[src/rtl/gcr_pkg.sv]
`timescale 1ns / 1ps
// ----------------------------------------------------------------------------
// gcr_pkg
// Shared types and constants of the glyph character renderer.
// ----------------------------------------------------------------------------
package gcr_pkg;

    localparam int PALETTE_SIZE = 16;

    typedef enum logic {
        OP_PLOT = 1'b0,
        OP_LOAD = 1'b1
    } op_t;

    typedef enum logic [2:0] {
        REG_TEXT_MODE         = 3'd0,
        REG_BITS_PER_PIXEL    = 3'd1,
        REG_GLYPH_WIDTH       = 3'd2,
        REG_GLYPH_HEIGHT      = 3'd3,
        REG_LINE_PITCH        = 3'd4,
        REG_SCREEN_CELLS_WIDE = 3'd5,
        REG_FRAME_BASE        = 3'd6
    } reg_index_t;

    typedef enum logic [1:0] {
        SIZE_BYTE = 2'd0,
        SIZE_HALF = 2'd1,
        SIZE_WORD = 2'd2
    } wsize_t;

    localparam logic [5:0] BPP_TEXT = 6'd4;
    localparam logic [5:0] BPP_8    = 6'd8;
    localparam logic [5:0] BPP_15   = 6'd15;
    localparam logic [5:0] BPP_16   = 6'd16;
    localparam logic [5:0] BPP_32   = 6'd32;

    localparam logic [3:0] GLYPH_COLS_MAX = 4'd8;

    localparam logic [31:0] PAL565 [PALETTE_SIZE] = '{
        32'h0000, 32'h0014, 32'h0540, 32'h0555, 32'ha000, 32'ha014, 32'ha280, 32'ha554,
        32'h52aa, 32'h52bf, 32'h57ea, 32'h57ff, 32'hfaaa, 32'hfafb, 32'hffea, 32'hffff
    };

    localparam logic [31:0] PALRGB [PALETTE_SIZE] = '{
        32'h000000, 32'h0000aa, 32'h00aa00, 32'h00aaaa,
        32'haa0000, 32'haa00aa, 32'haa5500, 32'haaaaaa,
        32'h555555, 32'h5555ff, 32'h55ff55, 32'h55ffff,
        32'hff5555, 32'hff55ff, 32'hffff55, 32'hffffff
    };

    // commands from the controller to the datapath
    typedef struct packed {
        logic load_font;
        logic start;
        logic mul1;
        logic mul2;
        logic base;
        logic fetch;
        logic emit_single;
        logic emit_pixel;
    } ctrl_cmd_t;

    // status from the datapath to the controller
    typedef struct packed {
        logic text_mode;
        logic gfx_ok;
        logic last_col;
        logic last_row;
        logic out_free;
    } dp_status_t;

endpackage

[src/rtl/gcr_ctrl.sv]
`timescale 1ns / 1ps
// ----------------------------------------------------------------------------
// gcr_ctrl
// Sequencer: font loads; for plots, setup of the start address, then one word or row fetches and pixel words.
// ----------------------------------------------------------------------------
module gcr_ctrl (
    input  logic                clk,
    input  logic                rst_n,
    input  logic                item_valid,
    output logic                item_ready,
    input  logic                operation,
    input  gcr_pkg::dp_status_t status,
    output gcr_pkg::ctrl_cmd_t  cmd
);

    typedef enum logic [6:0] {
        ST_IDLE   = 7'b0000001,
        ST_MUL1   = 7'b0000010,
        ST_MUL2   = 7'b0000100,
        ST_BASE   = 7'b0001000,
        ST_SINGLE = 7'b0010000,
        ST_FETCH  = 7'b0100000,
        ST_PIXEL  = 7'b1000000
    } state_t;

    state_t state_reg;
    state_t state_next;

    assign item_ready = (state_reg == ST_IDLE);

    always_comb
    begin
        state_next = state_reg;
        cmd        = '0;
        unique case (state_reg)
            ST_IDLE:
            begin
                if (item_valid)
                begin
                    if (operation == gcr_pkg::OP_LOAD)
                    begin
                        cmd.load_font = 1'b1;
                    end
                    else
                    begin
                        cmd.start  = 1'b1;
                        state_next = ST_MUL1;
                    end
                end
            end
            ST_MUL1:
            begin
                cmd.mul1   = 1'b1;
                state_next = ST_MUL2;
            end
            ST_MUL2:
            begin
                cmd.mul2   = 1'b1;
                state_next = ST_BASE;
            end
            ST_BASE:
            begin
                cmd.base = 1'b1;
                if (status.text_mode || !status.gfx_ok)
                begin
                    state_next = ST_SINGLE;
                end
                else
                begin
                    state_next = ST_FETCH;
                end
            end
            ST_SINGLE:
            begin
                if (status.out_free)
                begin
                    cmd.emit_single = 1'b1;
                    state_next      = ST_IDLE;
                end
            end
            ST_FETCH:
            begin
                cmd.fetch  = 1'b1;
                state_next = ST_PIXEL;
            end
            ST_PIXEL:
            begin
                if (status.out_free)
                begin
                    cmd.emit_pixel = 1'b1;
                    if (status.last_col)
                    begin
                        state_next = status.last_row ? ST_IDLE : ST_FETCH;
                    end
                end
            end
            default:
            begin
                state_next = ST_IDLE;
            end
        endcase
    end

    always_ff @(posedge clk or negedge rst_n)
    begin
        if (!rst_n)
        begin
            state_reg <= ST_IDLE;
        end
        else
        begin
            state_reg <= state_next;
        end
    end

    // a pixel word is only sent with a font row fetched just before the row
    a_fetch_before_row: assert property (@(posedge clk) disable iff (!rst_n)
        cmd.fetch |=> (state_reg == ST_PIXEL))
        else $error("fetch not followed by pixel state");

    a_no_take_while_busy: assert property (@(posedge clk) disable iff (!rst_n)
        (cmd.start) |=> !item_ready)
        else $error("input taken during a plot");

    a_emit_exclusive: assert property (@(posedge clk) disable iff (!rst_n)
        !(cmd.emit_pixel && cmd.emit_single))
        else $error("two result kinds issued at once");

endmodule

[config.mk]
export PLATFORM = sky130hd
export DESIGN_NAME = gcr_ctrl
export DESIGN_NICKNAME = d
export VERILOG_FILES = /design/src/rtl/gcr_pkg.sv /design/src/rtl/gcr_ctrl.sv
export SDC_FILE = /design/constraint.sdc
export NUM_CORES = 1
export LEC_CHECK = 0
export BUFFER_PORTS_ARGS = -buffer_cell sky130_fd_sc_hd__buf_4
export CAP_MARGIN = 15
export CORE_AREA = 5 5 42 44
export CTS_BUF_LIST = sky130_fd_sc_hd__clkbuf_4 sky130_fd_sc_hd__clkbuf_8
export DETAILED_ROUTE_END_ITERATION = 8
export DIE_AREA = 0 0 47 49
export HOLD_SLACK_MARGIN = 0.02
export PLACE_DENSITY = 0.67
export SLEW_MARGIN = 20
export SYNTH_ARGS = -nofsm -noshare
export SYNTH_HDL_FRONTEND = slang
export SYNTH_SLANG_ARGS = --single-unit
[constraint.sdc]
create_clock -name clk -period 2.45 [get_ports clk]
set_input_delay 0.3675 -clock clk [delete_from_list [all_inputs] [get_ports clk]]
set_output_delay 0.3675 -clock clk [all_outputs]
set_load 0.02 [all_outputs]
# Word-level counts from Yosys, hierarchy flattened
# Index checks and enable logic that the tools add are counted.
dict set report totals {
  latchBits 0
  ff_bits 7
  n_memories 0
  output_inout_bits 9
  rom_bits 0
  mem_bits_rw 0
  inputBits 9
}
dict set report op_classes {
  multipliers 0
  shift 0
  n_eq_ne 12
  reduce_logical 3
  bitwise_logic 0
  mux 19
  n_div 0
  add_sub_neg 0
  order_cmp 0
}
# operator count
set ops {}
lappend ops {{$pmux 7 s7} 1}
lappend ops {{$mux 7} 5}
lappend ops {{$mux 6} 2}
lappend ops {{$ne 2x2->1 const B} 5}
lappend ops {{$mux 1} 9}
lappend ops {{$eq 7x1->1 const B} 1}
lappend ops {{$eq 7x2->1 const B} 1}
lappend ops {{$eq 7x3->1 const B} 1}
lappend ops {{$eq 7x4->1 const B} 1}
lappend ops {{$eq 7x5->1 const B} 1}
lappend ops {{$eq 7x6->1 const B} 1}
lappend ops {{$eq 7x7->1 const B} 1}
lappend ops {{$reduce_and 5->1} 1}
lappend ops {{$mux 2} 2}
lappend ops {{$logic_not 1->1} 1}
lappend ops {{$logic_or 1x1->1} 1}

# Depth between registers and ports, before layout
# Gate-level depths: netlist of the first run.
dict set report logic_depth {
  word_depth 4
  mapped_depth 5
  mapped_depth_nobuf 4
}

# Worst setup path after synthesis of the first run
# Ideal clock, no wire load.
dict set report synth_timing {
  path_type {reg2out}
  start {register state_reg[4]}
  end {output cmd[6] (netlist name)}
  arrival_ns 1.716
  path_slack_ns 0.366
  path_stages_with_launch 6
  required_time_ns 2.082
  path_buffers 1
  cell_sequence {dfrtp_1 -> or3_1 -> buf_2 -> and4bb_2 -> nand2_1 -> nor2_1}
}
# item line_no
set synth_lines {}
lappend synth_lines {{from (decl)} gcr_ctrl.sv:26} ;# state_t state_reg;
lappend synth_lines {{from (signal assigned)} gcr_ctrl.sv:112} ;# state_reg <= state_next;
lappend synth_lines {{to (decl)} gcr_ctrl.sv:13} ;# output gcr_pkg::ctrl_cmd_t cmd

==> results.yml, run 1 <==
layout:
  diodes: 0
  largest_reg_flops: 7
  fill_cells: 152
  final_common_cell: "buf_4"
  syn2layout_area_growth_pct: 38.2
  fin_nets: 79
  drive_above_1_share_pct: 42.0
  layout_common_cells: "buf_4 (17), dfrtp_1 (6), nor2_1 (5)"
critical_path:
  start_kind: "flop"
  cp.arrival_ns: 1.87
  critPathRequiredTime_ns: 2.08
  startpoint: "state_reg[4]$_DFFE_PN0P_"
  worst-path-max-fanout: 7
  worstSetupPathType: "reg2out"
  rr_startpoint: "state_reg[2]$_DFFE_PN0P_"
  reg2reg_depth: 4
  crit_path_end_kind: "output pin"
synth:
  synth_top_area_share_pct: 31.4
  seq_area_frac_synth_pct: 36.9
  syn-num-nets: 57
  netlist_area_um2: 478
  ys_seq_elements: 7
  synth_area_leader_cell: "dfrtp_1"
  yosysWarnings: 0
  synth.top_cells.by_area: "dfrtp_1 (31%), dfstp_2 (5.5%), and4bb_2 (5.2%), nand2b_1 (3.9%), nor2_1 (3.9%)"
  synth_cells: 48
  syn_avg_cell_area_um2: 9.96
  synth_cell_types: 27
run:
  cap_violations: 0
grt:
  grt_pass1_wl_mm: 1.75
  grt_pass1_vias: 442
  overflow: 0
  antenna_found_initial: 0
  grt.total_usage_pct: 10.6
  grt_max_degree: 8
clock_network:
  cts_buffers: 3
  htree_levels: 1
  cts_tree: "done"
  clk_latency_ns: 0.25
  clockRootBuffer: "clkbuf_4"
  clock_path_buffers: 2
  post_cts_buffers: 0
  cts_hold_buf: 1
  numClockSinks: 7
  path_clk_slew_ns: 0.05
  cts_resized: 0
floorplanning:
  core_um2: 1400
  num_rows: 14
  die_height_um: 49
  floorplan.initialDensity_pct: 34.1
  die_x_um: 47
  io_pins: 18
  die_area_um2: 2300
min_path:
  hp-start: "operation"
  holdCritPathClass: "in2reg"
  hold_depth: 2
routing:
  first_pass_iters: 4
  ant_nets: 0
  vias: 445
  via_per_inst: 5.24
  drt_wl_total_mm: 1.01
  first_iter_violations: 8
  wire_per_inst_um: 11.9
  drc: 0
run_status:
  status: "complete, no violations"
sta:
  slew_violations: 0
  rsz0062_at_grt: "no"
  fin_worst_skew_ns: 0.000709
  hold_viol_final: 0
  period_needed_ns: 2.24
  worst_slew_pin_slew_ns: 0.470
  slew_headroom_pct: 68.2
  setup_tns_ns: 0
  setup_viol: 0
  clock.fmax_mhz: 447
  post-route-period-util_pct: 91.4
power:
  power_leakage_uw: 0.000324
  p_total_uw: 463
  peakVddDrop_mv: 0.347
  p_per_area_nw_per_um2: 701
placement:
  dp_hpwl_um: 829
  portBuffers: 17
  gp_congestion: 0.715
[cell families after synthesis]
logic type,after synthesis,share of synthesized area (%)
buffers and inverters,4,3.40
AO/OA/AOI/OAI,9,16.8
flip-flops,7,36.9
AND/OR/NAND/NOR,27,41.1
XOR/XNOR,1,1.83
[per-layer routing]
metal  part of all wire (%)  wire length [um]  GRT usage, %  up-vias
met5                      0                 0             0        -
met4                    2.9                29          8.29        0
met3                    4.5                46          3.69        3
met2                     49               494          15.2       12
met1                     44               440          12.3      207
li1                       -                 -             -      223
[report_power, final]
part | switching [uW] | total (uW) | internal [uW]
sequential | 23.5 | 161 | 137
combinational | 99.2 | 190 | 91.0
clock | 39.2 | 112 | 73.0
total | 162 | 463 | 301
[worst max-delay path: stages, from the launching register on]
cell and delay, ns:
dfrtp_1 0.43, or3_1 0.48, and4bb_2 0.40, nand2_1 0.09
nor2_1 0.08, buf_4 0.14
[final timing paths]
| kind | slack, ns | end |
|---|---|---|
| setup / recovery | 0.21 | cmd[6] |
| hold / removal | 0.29 | state_reg[1]$_DFFE_PN0P_ |
| setup reg to reg | 0.78 | state_reg[5]$_DFFE_PN0P_ |
| hold reg to reg | 0.64 | state_reg[3]$_DFFE_PN0P_ |
| max in group asynchronous | 1.78 | state_reg[0]$_DFFE_PN1P_ |
| min in group asynchronous | 0.47 | state_reg[6]$_DFFE_PN0P_ |
[metrics by stage]
stage               instances  area, um^2  hold WS, ns  utilization, %  worst slack, ns
finish                     85         661        0.288            47.1            0.211
global route               85         661        0.281            47.1           0.0611
CTS                        85         661        0.278            47.1            0.191
detailed placement         80         621        0.184            44.3            0.468
global placement           80         621        0.184            44.3            0.492
floorplan                  48         478       0.0719               -            0.366
[layout make-up]
class	instances	area, um^2	share of cell area (%)
clock buffer	4	30.0	4.55
sequential	7	176	26.7
tap	16	20.0	3.03
inverter	3	11.3	1.70
multi-input combinational	37	285	43.2
timing repair buffer	18	138	20.8
[Yosys cell counts, drive strengths merged]
library cell,count
and2,1
and4bb,2
nor3,2
nand2b,3
nor4b,3
nor2b,3
inv,3
a32o,1
xor2,1
buf,1
a2bb2oi,1
o32ai,1
a211oi,2
nor3b,1
a22oi,2
or4,1
a21o,1
and3,2
or3,1
nor4bb,1
dfrtp,6
nor2,5
nand2,2
a31o,1
dfstp,1
(Power assumes the default switching activity.)
==> run 2: changes to the inputs <==
ABC_AREA = 1   (was not set)
PLACE_DENSITY = 0.69   (was 0.67)
==> results.yml, run 2 <==
synth:
  ys_seq_elements: 7
  yosysWarnings: 0
  synth_cells: 70
  netlist_area_um2: 500
  synth_cell_types: 16
  seq_area_frac_synth_pct: 35.3
  syn_avg_cell_area_um2: 7.15
  synth_top_cells_by_count: "nor2_1 (17), nand2_1 (15), inv_1 (11), dfrtp_1 (6), nor2_4 (5)"
  async_reset_ff_share_pct: 100
  synth_edf_count: 0
  yosysMostFrequentCell: "nor2_1"
  ys.flop_type: "dfrtp_1"
  syn-num-nets: 79
  synth_area_leader_cell: "dfrtp_1"
  synth.top_cells.by_area: "dfrtp_1 (30%), nor2_1 (13%), nand2_1 (11%), nor2_4 (11%), inv_1 (8.3%)"
  synth_top_area_share_pct: 30.0
layout:
  fin_cells: 108
  diodes: 0
  drive_above_1_share_pct: 37.0
  fill_cells: 158
  syn2layout_area_growth_pct: 37.5
  fin_nets: 102
  stdcell_area_um2: 688
  layout_common_cells: "nor2_1 (17), buf_4 (17), nand2_1 (15)"
  largest_reg_flops: 7
sta:
  rsz0062_at_grt: "no"
  slew_headroom_pct: 82.6
  setup_tns_ns: 0
  post-route-period-util_pct: 74.0
  fin_worst_skew_ns: 0.00177
  period_needed_ns: 1.81
  worst_slew_pin_slew_ns: 0.260
  setup_viol: 0
  clock.fmax_mhz: 551
  hold_viol_final: 0
  slew_violations: 0
critical_path:
  worstSetupPathType: "reg2out"
  path_cells: "inv_1 > nor2_1 > nand2_1 > nor2_4 > inv_1 > nor2_1 > buf_4"
  cpPeakStageDelay_ns: 0.57
  start_kind: "flop"
  crit_path_end_kind: "output pin"
  worst-path-max-fanout: 4
  critPathRequiredTime_ns: 2.08
  crit_buf_inv: 3
  cp_slowest_cell: "dfstp_2"
  path_delay_family: "flip-flops"
  cp.arrival_ns: 1.45
run_status:
  status: "complete, no violations"
power:
  p_total_uw: 536
  power_leakage_uw: 0.000367
  peakVddDrop_mv: 0.380
  p_per_area_nw_per_um2: 779
floorplanning:
  die_height_um: 49
  io_pins: 18
  floorplan.initialDensity_pct: 35.7
  die_area_um2: 2300
  core_um2: 1400
  die_x_um: 47
  num_rows: 14
clock_network:
  numClockSinks: 7
  cts_tree: "done"
  htree_levels: 1
  clk_latency_ns: 0.25
  cts_buffers: 3
  path_clk_slew_ns: 0.05
  clockRootBuffer: "clkbuf_4"
  post_cts_buffers: 0
  clock_path_buffers: 2
run:
  cap_violations: 0
routing:
  first_pass_iters: 4
  drc: 0
  vias: 494
  first_iter_violations: 7
  drt_wl_total_mm: 1.09
  wire_per_inst_um: 10.1
  ant_nets: 0
  via_per_inst: 4.57
grt:
  grt_max_degree: 8
  overflow: 0
  grt.total_usage_pct: 11.7
  grt_pass1_wl_mm: 1.92
  grt_pass1_vias: 474
  antenna_found_initial: 0
placement:
  gp_congestion: 0.849
  dp_hpwl_um: 940
  dp.cells: 103
  portBuffers: 17
  post_dp_cell_area_um2: 648
min_path:
  holdCritPathClass: "in2reg"
run 2: cell types whose count changed after synthesis, sizes merged, moves of 3 or more:
| cell | before | now |
|---|---|---|
| nand2 | 2 | 18 |
| inv | 3 | 12 |
| nand3 | 0 | 5 |
| nor2b | 3 | 0 |
| nor2 | 5 | 23 |
| nand2b | 3 | 0 |
| nor4b | 3 | 0 |
run 2: per-layer routing:
metal / wire length (um) / track usage (%) / vias up
met2: 486 / 16.7 / 15
li1: - / - / 255
met3: 95 / 4.06 / 4
met1: 481 / 13.9 / 220
met5: 0 / 0 / -
met4: 28 / 8.29 / 0
run 2: worst paths after layout:
| check | depth (start not counted) | slack, ns | from | endpoint |
|---|---|---|---|---|
| min in group asynchronous | 2 | 0.46 | rst_n | state_reg[3]$_DFFE_PN0P_ |
| worst max-delay path | 7 | 0.64 | state_reg[0]$_DFFE_PN1P_ | cmd[7] |
| worst max register to register | 9 | 1.17 | state_reg[0]$_DFFE_PN1P_ | state_reg[0]$_DFFE_PN1P_ |
| worst min register to register | 2 | 0.50 | state_reg[0]$_DFFE_PN1P_ | state_reg[0]$_DFFE_PN1P_ |
| worst min-delay path | 4 | 0.41 | operation | state_reg[1]$_DFFE_PN0P_ |
| max in group asynchronous | 2 | 1.78 | rst_n | state_reg[0]$_DFFE_PN1P_ |
run 2: area by class of cell:
type	count	area, um^2	area share, %
flip-flops and latches	7	176	25.6
inverters	12	45.0	6.55
clock buffers	4	30.0	4.36
repair buffers	18	138	20.0
multi-input cells	51	279	40.5
well taps	16	20.0	2.91
run 2: logic make-up (layout without fill, tap and decap cells):
family	Yosys count	in the layout	synth area share, %
AO/OA/AOI/OAI	3	3	4.25
AND/OR/NAND/NOR	48	48	51.5
buffers and inverters	12	34	9.00
flip-flops	7	7	35.3
run 2: worst min-delay path: stages:
cell	delay [ns]
buf_4	0.08
inv_1	0.03
nand2_1	0.09
nor2_1	0.05
run 2: power by group:
group / leakage, uW / total [uW] / switching (uW) / internal [uW]
Clock: 0.0000184 / 114 / 41.3 / 73.1
Sequential: 0.0000936 / 162 / 22.1 / 140
Combinational: 0.000255 / 260 / 160 / 99.7
run 2: stage by stage:
step	util, %	hold slack, ns	setup WS (ns)
floorplan	-	0.0719	0.782
global placement	46.3	0.188	0.920
detailed placement	46.3	0.187	0.888
CTS	49.1	0.400	0.609
global route	49.1	0.417	0.507
finish	49.1	0.405	0.637
run 2: repair_timing:
action | CTS | global route
hold buffers | 1 | 0
resized for setup | 0 | 0
hold endpoints to repair | 6 | 0
==> run 3: changes to the inputs <==
PLACE_DENSITY = 0.72   (was 0.69)
clock period = 1.57 ns   (was 2.45 ns; I/O delays follow)
==> results.yml, run 3 (same netlist as run 2, synthesis figures left out) <==
sta:
  hold_viol_final: 0
  setup_slack_ns: -0.0331
  slew_headroom_pct: 84.8
  setup_tns_ns: -0.0845
  period_needed_ns: 1.60
  setup_viol: 4
  worst_slew_pin_slew_ns: 0.227
  clock.fmax_mhz: 624
  rsz0062_at_grt: "yes"
  slew_violations: 0
  fin_worst_skew_ns: 0.00225
  post-route-period-util_pct: 102
placement:
  dp_hpwl_um: 875
  portBuffers: 17
  dp.cells: 103
  gp_congestion: 0.852
  place_ws_ns: 0.148
grt:
  overflow: 0
  grt.total_usage_pct: 11.3
  grt_max_degree: 8
  grt_pass1_vias: 478
  antenna_found_initial: 0
  grt_pass1_wl_mm: 1.88
power:
  p_total_uw: 965
  p_per_area_nw_per_um2: 1290
  power_leakage_uw: 0.000387
  peakVddDrop_mv: 0.717
layout:
  layout_common_cells: "buf_4 (18), nand2_1 (14), nor2_1 (12)"
  syn2layout_area_growth_pct: 49.8
  final_common_cell: "buf_4"
  fin_nets: 106
  largest_reg_flops: 7
  drive_above_1_share_pct: 49.0
  fill_cells: 139
  diodes: 0
  seqCellArea_um2: 176
  fin_cells: 112
  multi_input_area_um2: 299
floorplanning:
  io_pins: 18
  floorplan.initialDensity_pct: 35.7
  core_um2: 1400
  die_area_um2: 2300
  die_x_um: 47
  num_rows: 14
  die_height_um: 49
critical_path:
  path_cells: "inv_2 > nor2_2 > nand2_2 > nor2_4 > inv_2 > nor2_2 > buf_6"
  critPathRequiredTime_ns: 1.33
  worstSetupPathType: "reg2out"
  start_kind: "flop"
  cp.arrival_ns: 1.37
  cpPeakStageDelay_ns: 0.53
  crit_path_end_kind: "output pin"
  path_delay_family: "flip-flops"
  cp_slowest_cell: "dfstp_2"
  crit_buf_inv: 3
  worst-path-max-fanout: 3
clock_network:
  cts_tree: "done"
  numClockSinks: 7
  path_clk_slew_ns: 0.05
  clk_latency_ns: 0.25
  htree_levels: 1
  clockRootBuffer: "clkbuf_4"
  cts_buffers: 3
  clock_path_buffers: 2
routing:
  ant_nets: 0
  drt_wl_total_mm: 1.15
  drc: 0
  via_per_inst: 4.46
  first_iter_violations: 7
  first_pass_iters: 3
  wire_per_inst_um: 10.3
  vias: 499
run_status:
  violations: "negative setup slack"
  status: "finished with violations"
run:
  cap_violations: 0
min_path:
  holdCritPathClass: "in2reg"
## run 3: cell types whose count changed in the layout (fill, tap and decap cells not counted), sizes merged
cell,delta
buf,+4
## run 3: final timing paths
path                                     startpoint                       end  slack (ns)  cells past startpoint
max                        state_reg[0]$_DFFE_PN1P_                    cmd[7]       -0.03                      7
max reg2reg                state_reg[0]$_DFFE_PN1P_  state_reg[0]$_DFFE_PN1P_        0.16                     10
min in group asynchronous                     rst_n  state_reg[3]$_DFFE_PN0P_        0.33                      2
min                                       status[1]  state_reg[5]$_DFFE_PN0P_        0.29                      3
max in group asynchronous                     rst_n  state_reg[0]$_DFFE_PN1P_        1.04                      2
min reg2reg                state_reg[3]$_DFFE_PN0P_  state_reg[2]$_DFFE_PN0P_        0.60                      3
## run 3: layout make-up
| type | count | share of cell area (%) |
|---|---|---|
| clock buffer | 4 | 4.01 |
| inverter | 12 | 6.01 |
| multi-input combinational | 51 | 39.9 |
| sequential | 7 | 23.5 |
| tap | 16 | 2.67 |
| timing repair buffer | 22 | 23.9 |
## run 3: where the power goes
| part | switching [uW] | internal, uW |
|---|---|---|
| clock | 65.5 | 114 |
| sequential | 24.7 | 218 |
| combinational | 314 | 229 |
## run 3: tightest hold or removal path, stage by stage
cell and delay, ns:
buf_4 0.08, or2_0 0.13, a21oi_2 0.06
## run 3: what timing repair did
| item | in CTS | in global routing |
|---|---|---|
| resized for setup | 4 | 9 |
| endpoints found under the hold margin | 7 | 0 |
| setup buffers | 2 | 2 |
| pin swaps | 2 | 6 |
| setup endpoints to repair | 2 | 8 |
| hold buffers | 1 | 0 |
## run 3: metal layers
metal	GRT usage, %	up-vias	wire length, um
met4	5.53	0	19
met2	16.3	16	520
met1	14.0	217	513
met3	4.80	3	97
met5	0	-	0
li1	-	263	-
## run 3: per-stage QoR
stage | instance area [um^2] | hold slack (ns) | util (%)
after floorplan | 500 | -0.0601 | -
after global routing | 749 | 0.292 | 53.5
after global placement | 648 | 0.0545 | 46.3
after detailed placement | 648 | 0.0534 | 46.3
final | 749 | 0.288 | 53.5
after CTS | 713 | 0.285 | 50.9
